$ cat src/rtl/mfrt_pkg.sv
// Package for the matrix flip, rotate and transpose core.
// Holds the register indexes, reorder modes, state type and fixed field widths.
// No dependencies.
package mfrt_pkg;

    localparam int ELEM_W = 32;
    localparam int CFG_W = 4;
    localparam int CFG_IDX_W = 2;

    typedef enum logic [CFG_IDX_W-1:0] {
        REG_ROW_COUNT    = 2'd0,
        REG_COL_COUNT    = 2'd1,
        REG_REORDER_MODE = 2'd2,
        REG_UNUSED       = 2'd3
    } reg_index_t;

    typedef enum logic [1:0] {
        MODE_MIRROR    = 2'd0,
        MODE_FLIP      = 2'd1,
        MODE_ROTATE    = 2'd2,
        MODE_TRANSPOSE = 2'd3
    } mode_t;

    typedef enum logic {
        ST_LOAD = 1'b0,
        ST_EMIT = 1'b1
    } state_t;

    localparam logic [CFG_W-1:0] ROW_COUNT_RESET = 4'd8;
    localparam logic [CFG_W-1:0] COL_COUNT_RESET = 4'd8;

endpackage

$ cat src/rtl/matrix_flip_rotate_transpose_core.sv
// Matrix flip, rotate and transpose core: loads a matrix into one memory and
// reads it back in reordered order. Depends on mfrt_pkg.
// Loading writes each accepted element to the next memory address; the item that
// completes the matrix moves the state to emission, and the first result is then
// read from memory into the output register. Emission reads one element per cycle
// from the single read port unless the output stalls; input stalls during emission.
// Reset clears the control state and sets 8 x 8 mirror mode; memory is not cleared.
module matrix_flip_rotate_transpose_core
    import mfrt_pkg::*;
#(
    parameter int MAX_DIM = 8,
    parameter int DATA_WIDTH = 32
) (
    input  logic                 clk,
    input  logic                 rst_n,
    input  logic                 cfg_we,
    input  logic [CFG_IDX_W-1:0] cfg_index,
    input  logic [CFG_W-1:0]     cfg_data,
    input  logic                 in_valid,
    output logic                 in_stall,
    input  logic [ELEM_W-1:0]    element_value,
    output logic                 out_valid,
    input  logic                 out_stall,
    output logic [ELEM_W-1:0]    out_value,
    output logic                 last_flag,
    output logic                 shape_error
);

    localparam int DEPTH = MAX_DIM * MAX_DIM;
    localparam int ADDR_W = $clog2(DEPTH);
    localparam int CNT_W = $clog2(DEPTH + 1);
    localparam int DIM_W = $clog2(MAX_DIM + 1);
    localparam int IDX_W = $clog2(MAX_DIM);

    logic [CFG_W-1:0]      row_count_reg;
    logic [CFG_W-1:0]      col_count_reg;
    mode_t                 mode_reg;
    state_t                state_reg, state_next;
    logic [ADDR_W-1:0]     load_count_reg, load_count_next;
    logic [IDX_W-1:0]      r_reg, r_next;
    logic [IDX_W-1:0]      c_reg, c_next;
    logic                  out_valid_reg, out_valid_next;
    logic                  last_reg;
    logic                  err_reg;
    logic [DATA_WIDTH-1:0] rd_data_reg;
    logic [DATA_WIDTH-1:0] mem [DEPTH];

    logic [DIM_W-1:0]      rows, cols;
    logic [IDX_W-1:0]      rows_m1, cols_m1;
    logic [CNT_W-1:0]      total;
    logic                  err;
    logic                  in_acc, load_done;
    logic                  rd_en, rd_last;
    logic [IDX_W-1:0]      row_sel, col_sel;
    logic [ADDR_W-1:0]     rd_addr;

    always_comb
    begin
        if (row_count_reg == '0)
            rows = DIM_W'(1);
        else if (row_count_reg > CFG_W'(MAX_DIM))
            rows = DIM_W'(MAX_DIM);
        else
            rows = DIM_W'(row_count_reg);
        if (col_count_reg == '0)
            cols = DIM_W'(1);
        else if (col_count_reg > CFG_W'(MAX_DIM))
            cols = DIM_W'(MAX_DIM);
        else
            cols = DIM_W'(col_count_reg);
    end

    assign rows_m1 = IDX_W'(rows - DIM_W'(1));
    assign cols_m1 = IDX_W'(cols - DIM_W'(1));
    assign total = CNT_W'(CNT_W'(rows) * CNT_W'(cols));
    assign err = (mode_reg == MODE_TRANSPOSE) && (rows != cols);

    assign in_stall = (state_reg == ST_EMIT);
    assign in_acc = in_valid && !in_stall;
    assign load_done = (CNT_W'(load_count_reg) + CNT_W'(1)) >= total;

    assign rd_en = (state_reg == ST_EMIT) && (!out_valid_reg || !out_stall);
    assign rd_last = (r_reg == rows_m1) && (c_reg == cols_m1);

    always_comb
    begin
        row_sel = r_reg;
        col_sel = c_reg;
        unique case (mode_reg)
            MODE_MIRROR:
            begin
                col_sel = cols_m1 - c_reg;
            end
            MODE_FLIP:
            begin
                row_sel = rows_m1 - r_reg;
            end
            MODE_ROTATE:
            begin
                row_sel = rows_m1 - r_reg;
                col_sel = cols_m1 - c_reg;
            end
            MODE_TRANSPOSE:
            begin
                if (!err)
                begin
                    row_sel = c_reg;
                    col_sel = r_reg;
                end
            end
            default:
            begin
                row_sel = r_reg;
            end
        endcase
    end

    assign rd_addr = ADDR_W'(ADDR_W'(row_sel) * ADDR_W'(cols) + ADDR_W'(col_sel));

    always_comb
    begin
        state_next = state_reg;
        load_count_next = load_count_reg;
        r_next = r_reg;
        c_next = c_reg;
        out_valid_next = out_valid_reg && out_stall;
        unique case (state_reg)
            ST_LOAD:
            begin
                if (in_acc)
                begin
                    if (load_done)
                    begin
                        load_count_next = '0;
                        r_next = '0;
                        c_next = '0;
                        state_next = ST_EMIT;
                    end
                    else
                    begin
                        load_count_next = load_count_reg + ADDR_W'(1);
                    end
                end
            end
            ST_EMIT:
            begin
                if (rd_en)
                begin
                    out_valid_next = 1'b1;
                    if (c_reg == cols_m1)
                    begin
                        c_next = '0;
                        r_next = r_reg + IDX_W'(1);
                    end
                    else
                    begin
                        c_next = c_reg + IDX_W'(1);
                    end
                    if (rd_last)
                        state_next = ST_LOAD;
                end
            end
            default:
            begin
                state_next = ST_LOAD;
            end
        endcase
    end

    always_ff @(posedge clk or negedge rst_n)
    begin
        if (!rst_n)
        begin
            state_reg <= ST_LOAD;
            load_count_reg <= '0;
            r_reg <= '0;
            c_reg <= '0;
            out_valid_reg <= 1'b0;
        end
        else
        begin
            state_reg <= state_next;
            load_count_reg <= load_count_next;
            r_reg <= r_next;
            c_reg <= c_next;
            out_valid_reg <= out_valid_next;
        end
    end

    always_ff @(posedge clk or negedge rst_n)
    begin
        if (!rst_n)
        begin
            row_count_reg <= ROW_COUNT_RESET;
            col_count_reg <= COL_COUNT_RESET;
            mode_reg <= MODE_MIRROR;
        end
        else if (cfg_we)
        begin
            unique case (cfg_index)
                REG_ROW_COUNT:    row_count_reg <= cfg_data;
                REG_COL_COUNT:    col_count_reg <= cfg_data;
                REG_REORDER_MODE: mode_reg <= mode_t'(cfg_data[1:0]);
                default:          mode_reg <= mode_reg;
            endcase
        end
    end

    always_ff @(posedge clk)
    begin
        if (in_acc)
            mem[load_count_reg] <= DATA_WIDTH'(element_value);
        if (rd_en)
        begin
            rd_data_reg <= mem[rd_addr];
            last_reg <= rd_last;
            err_reg <= err;
        end
    end

    assign out_valid = out_valid_reg;
    assign out_value = ELEM_W'(rd_data_reg);
    assign last_flag = last_reg;
    assign shape_error = err_reg;

endmodule

$ cat config.mk
export PLATFORM = sky130hd
export DESIGN_NAME = matrix_flip_rotate_transpose_core
export DESIGN_NICKNAME = d
export VERILOG_FILES = /design/src/rtl/mfrt_pkg.sv /design/src/rtl/matrix_flip_rotate_transpose_core.sv
export SDC_FILE = /design/constraint.sdc
export NUM_CORES = 2
export LEC_CHECK = 0
export BUFFER_PORTS_ARGS = -buffer_cell sky130_fd_sc_hd__buf_2
export CORE_UTILIZATION = 50
export DETAILED_ROUTE_END_ITERATION = 8
export PLACE_DENSITY = 0.65
export SYNTH_ARGS = -nofsm -noshare
export SYNTH_HDL_FRONTEND = slang
export SYNTH_SLANG_ARGS = --single-unit
$ cat constraint.sdc
create_clock -name clk -period 7.4 [get_ports clk]
set_input_delay 1.48 -clock clk [delete_from_list [all_inputs] [get_ports clk]]
set_output_delay 1.48 -clock clk [all_outputs]
set_load 0.005 [all_outputs]
==> impl_metrics.env <==
export IMPL_cts_htree_levels=4
export IMPL_setup_viol=0
export IMPL_internal_power_w=0.0314
export IMPL_dr_pass1_iters=5
export IMPL_r2r_cells=19
export IMPL_cts_clk_slew_worst_paths_ns=0.06
export IMPL_arrival_ns=7.58
export IMPL_syn_inst=3449
export IMPL_antenna_found_initial=23
export IMPL_vias=37400
export IMPL_finalSetupTns_ns=0
export IMPL_cp_end_kind="flop"
export IMPL_maxCapViolCount=0
export IMPL_postRouteAntennaNets=0
export IMPL_hold_class="flop to flop"
export IMPL_path_class="flop to flop"
export IMPL_synth_edf_count=2082
export IMPL_cp_max_fo=31
export IMPL_ys_warn_count=0
export IMPL_ys_types=48
export IMPL_io_buffers=78
export IMPL_required_ns=7.94
export IMPL_fin_crit_ns=7.05
export IMPL_area_growth_pct=13.1
export IMPL_worst_slew_pin_slew_ns=1.26
export IMPL_core_um2=163000
export IMPL_fmax_mhz=142
export IMPL_nets=3802
export IMPL_gp_congestion=0.803
export IMPL_maxSlewHeadroom_pct=16.3
export IMPL_die_w_um=407
export IMPL_synth_fp_nets=3545
export IMPL_crit_start="col_count_reg[3]"
export IMPL_initial_utilization_pct=50.4
export IMPL_detail_route_wl_per_cell_um=32.3
export IMPL_cts_root_buf="clkbuf_16"
export IMPL_core_rowCount=148
export IMPL_status="finished clean"
export IMPL_combPwrFrac_pct=49.9
export IMPL_rsz0062_at_grt="no"
export IMPL_syn_area_um2=82000
export IMPL_final_util_pct=57.0
export IMPL_seqPwrFrac_pct=28.8
export IMPL_ir_drop_uv=632
export IMPL_cts_tree="built"
export IMPL_switching_share_pct=34.6
export IMPL_worst_r2r_endpoint="out_value[13]"
export IMPL_async_flop_share_pct=1.14
export IMPL_period_share_pct=95.2
export IMPL_ff2ff_setup_slack_ns=0.35
export IMPL_synthFlopType="edfxtp_1"
export IMPL_drive_gt1_share_pct=31.0
export IMPL_fin_skew_ns=0.0255
export IMPL_largest_register_ffs=2048
export IMPL_start_kind="flop"
export IMPL_via_per_inst=6.18
export IMPL_pre_cts_ws_ns=0.272
export IMPL_drtIter0Drc=4784
export IMPL_dieArea_um2=166000
export IMPL_synthMostInstantiatedCell="edfxtp_1"
export IMPL_drc=0
export IMPL_p_switching_w=0.0166
export IMPL_yosysSeqAreaShare_pct=77.0
export IMPL_grt_pass1_wl_um=277000
export IMPL_clock_sinks=2106
export IMPL_p_leak_nw=29.2
export IMPL_cts_setup_buffers=0
export IMPL_r2r_start="col_count_reg[3]"
export IMPL_grt_max_degree=65
export IMPL_setup_slack_ns=0.352
export IMPL_fin_cells=6056
export IMPL_ios=79
export IMPL_place_inst=5675
export IMPL_die_h_um=407
export IMPL_hold_violations=0
export IMPL_finalMaxSlewViolations=0
export IMPL_insertion_delay_ns=0.83
export IMPL_crit_path_end="out_value[13]"
export IMPL_avgSynthCellArea_um2=23.8
export IMPL_yosysTopAreaCell="edfxtp_1"
export IMPL_ys_ff_latch=2106
export IMPL_postRouteWirelength_um=196000
export IMPL_synth_top_cell_area_share_pct=76.3
export IMPL_netlist_top_cells_count="edfxtp_1 (2,082), mux4_2 (607), mux2i_1 (159)"
export IMPL_grtUsageTotal_pct=24.1
export IMPL_place_hpwl_um=108000
export IMPL_cts_made_buffers=204
export IMPL_grt_pass1_vias=37800
export IMPL_power_share_clock_pct=21.3
export IMPL_power_density_nw_per_um2=518
export IMPL_ys_top_cells_by_area="edfxtp_1 (76%), mux4_2 (17%), mux2i_1 (1.9%), dfrtp_1 (0.67%), ha_1 (0.66%)"
export IMPL_gr_total_overflow=0
export IMPL_cts_buffer_depth=3
-- timing repair --
item | 4_1_cts | 5_1_grt
gates resized for setup | 0 | 2
hold buffers | 0 | 0
setup endpoints to repair | 0 | 2
-- layer usage --
| metal | share of wire (%) | global-route usage (%) |
|---|---|---|
| met1 | 40 | 34.0 |
| met2 | 49 | 38.6 |
| met3 | 8.9 | 5.27 |
| met4 | 2.1 | 5.86 |
| met5 | 0.029 | 0 |
-- critical path, stage by stage (launching register included) --
cell      delay (ns)
dfstp_2         0.60
nand2b_1        0.26
inv_1           0.15
ha_1            0.35
o41ai_2         0.48
nand2_1         0.16
a32o_1          0.23
a31oi_2         0.28
nor2_1          0.10
fa_1            0.50
inv_1           0.05
fa_1            0.49
fa_4            1.06
buf_12          0.28
buf_4           0.27
mux4_2          0.34
mux4_2          0.55
nor2b_1         0.16
a21oi_1         0.26
mux2i_1         0.15
-- layout by cell type (no fill, tap or decap), types with 4 or more instances in the layout --
master / Yosys / layout
edfxtp_1: 2082 / 2082
mux4_2: 607 / 607
clkbuf_16: 0 / 209
mux2i_1: 159 / 159
buf_4: 32 / 115
buf_2: 63 / 78
nor2_4: 0 / 64
clkinv_1: 0 / 51
clkbuf_1: 60 / 47
a21oi_1: 44 / 42
ha_1: 43 / 41
nor2b_1: 39 / 39
clkinv_2: 0 / 36
nor2_1: 95 / 31
buf_12: 0 / 31
nand2_1: 30 / 30
inv_1: 26 / 25
dfrtp_1: 22 / 22
bufinv_16: 0 / 21
and2_1: 17 / 17
o21ai_0: 12 / 12
xnor2_1: 11 / 10
mux2_2: 10 / 10
nand3_1: 9 / 9
a21o_1: 9 / 9
fa_1: 10 / 9
nand2b_1: 8 / 8
xor2_1: 7 / 6
inv_6: 0 / 5
diode_2: 0 / 4
nand3b_1: 4 / 4
-- worst min-delay path by stage --
stage / start / endpoint / cells past startpoint
2_1_floorplan: col_count_reg[0] / col_count_reg[0] / 1
6_report: col_count_reg[0] / col_count_reg[0] / 1
3_3_place_gp: col_count_reg[1] / col_count_reg[1] / 1
4_1_cts: col_count_reg[0] / col_count_reg[0] / 1
5_1_grt: col_count_reg[2] / col_count_reg[2] / 1
3_5_place_dp: col_count_reg[0] / col_count_reg[0] / 1
-- kinds of logic after synthesis --
logic type               count (synthesis)  synth area share (%)
flip-flops                            2106                  77.0
multiplexers                           776                  18.8
AND/OR/NAND/NOR                        214                  1.25
AO/OA/AOI/OAI                           81                 0.592
buffers and inverters                  199                  1.25
XOR/XNOR                                20                 0.253
adder cells (fa/ha/maj)                 53                 0.901
-- layout make-up --
| type | instances | area, um2 |
|---|---|---|
| Fill cell | 11500 | 70000 |
| Sequential cell | 2106 | 63100 |
| Multi-Input combinational cell | 1144 | 18400 |
| Clock buffer | 256 | 5410 |
| Tap cell | 2175 | 2720 |
| Timing Repair Buffer | 224 | 1870 |
| Clock inverter | 121 | 1130 |
| Inverter | 26 | 98.8 |
| Antenna cell | 4 | 10.0 |
-- power by group through the flow --
| stage | clock (W) | combinational, W | sequential (W) |
|---|---|---|---|
| after floorplan | 0 | 0.0167 | 0.0139 |
| after global placement | 0 | 0.0240 | 0.0141 |
| after detailed placement | 0 | 0.0241 | 0.0141 |
| after CTS | 0.0104 | 0.0242 | 0.0138 |
| after global routing | 0.0108 | 0.0254 | 0.0138 |
| final | 0.0102 | 0.0239 | 0.0138 |
-- per-stage QoR --
step	power [W]	hold slack, ns	instance area (um2)
2_1_floorplan	0.0306	0.480	82000
3_3_place_gp	0.0380	0.523	86200
3_5_place_dp	0.0382	0.528	86200
4_1_cts	0.0484	0.542	92700
5_1_grt	0.0501	0.579	92700
6_report	0.0480	0.548	92700
No activity file was read; power rests on OpenSTA's default activity.
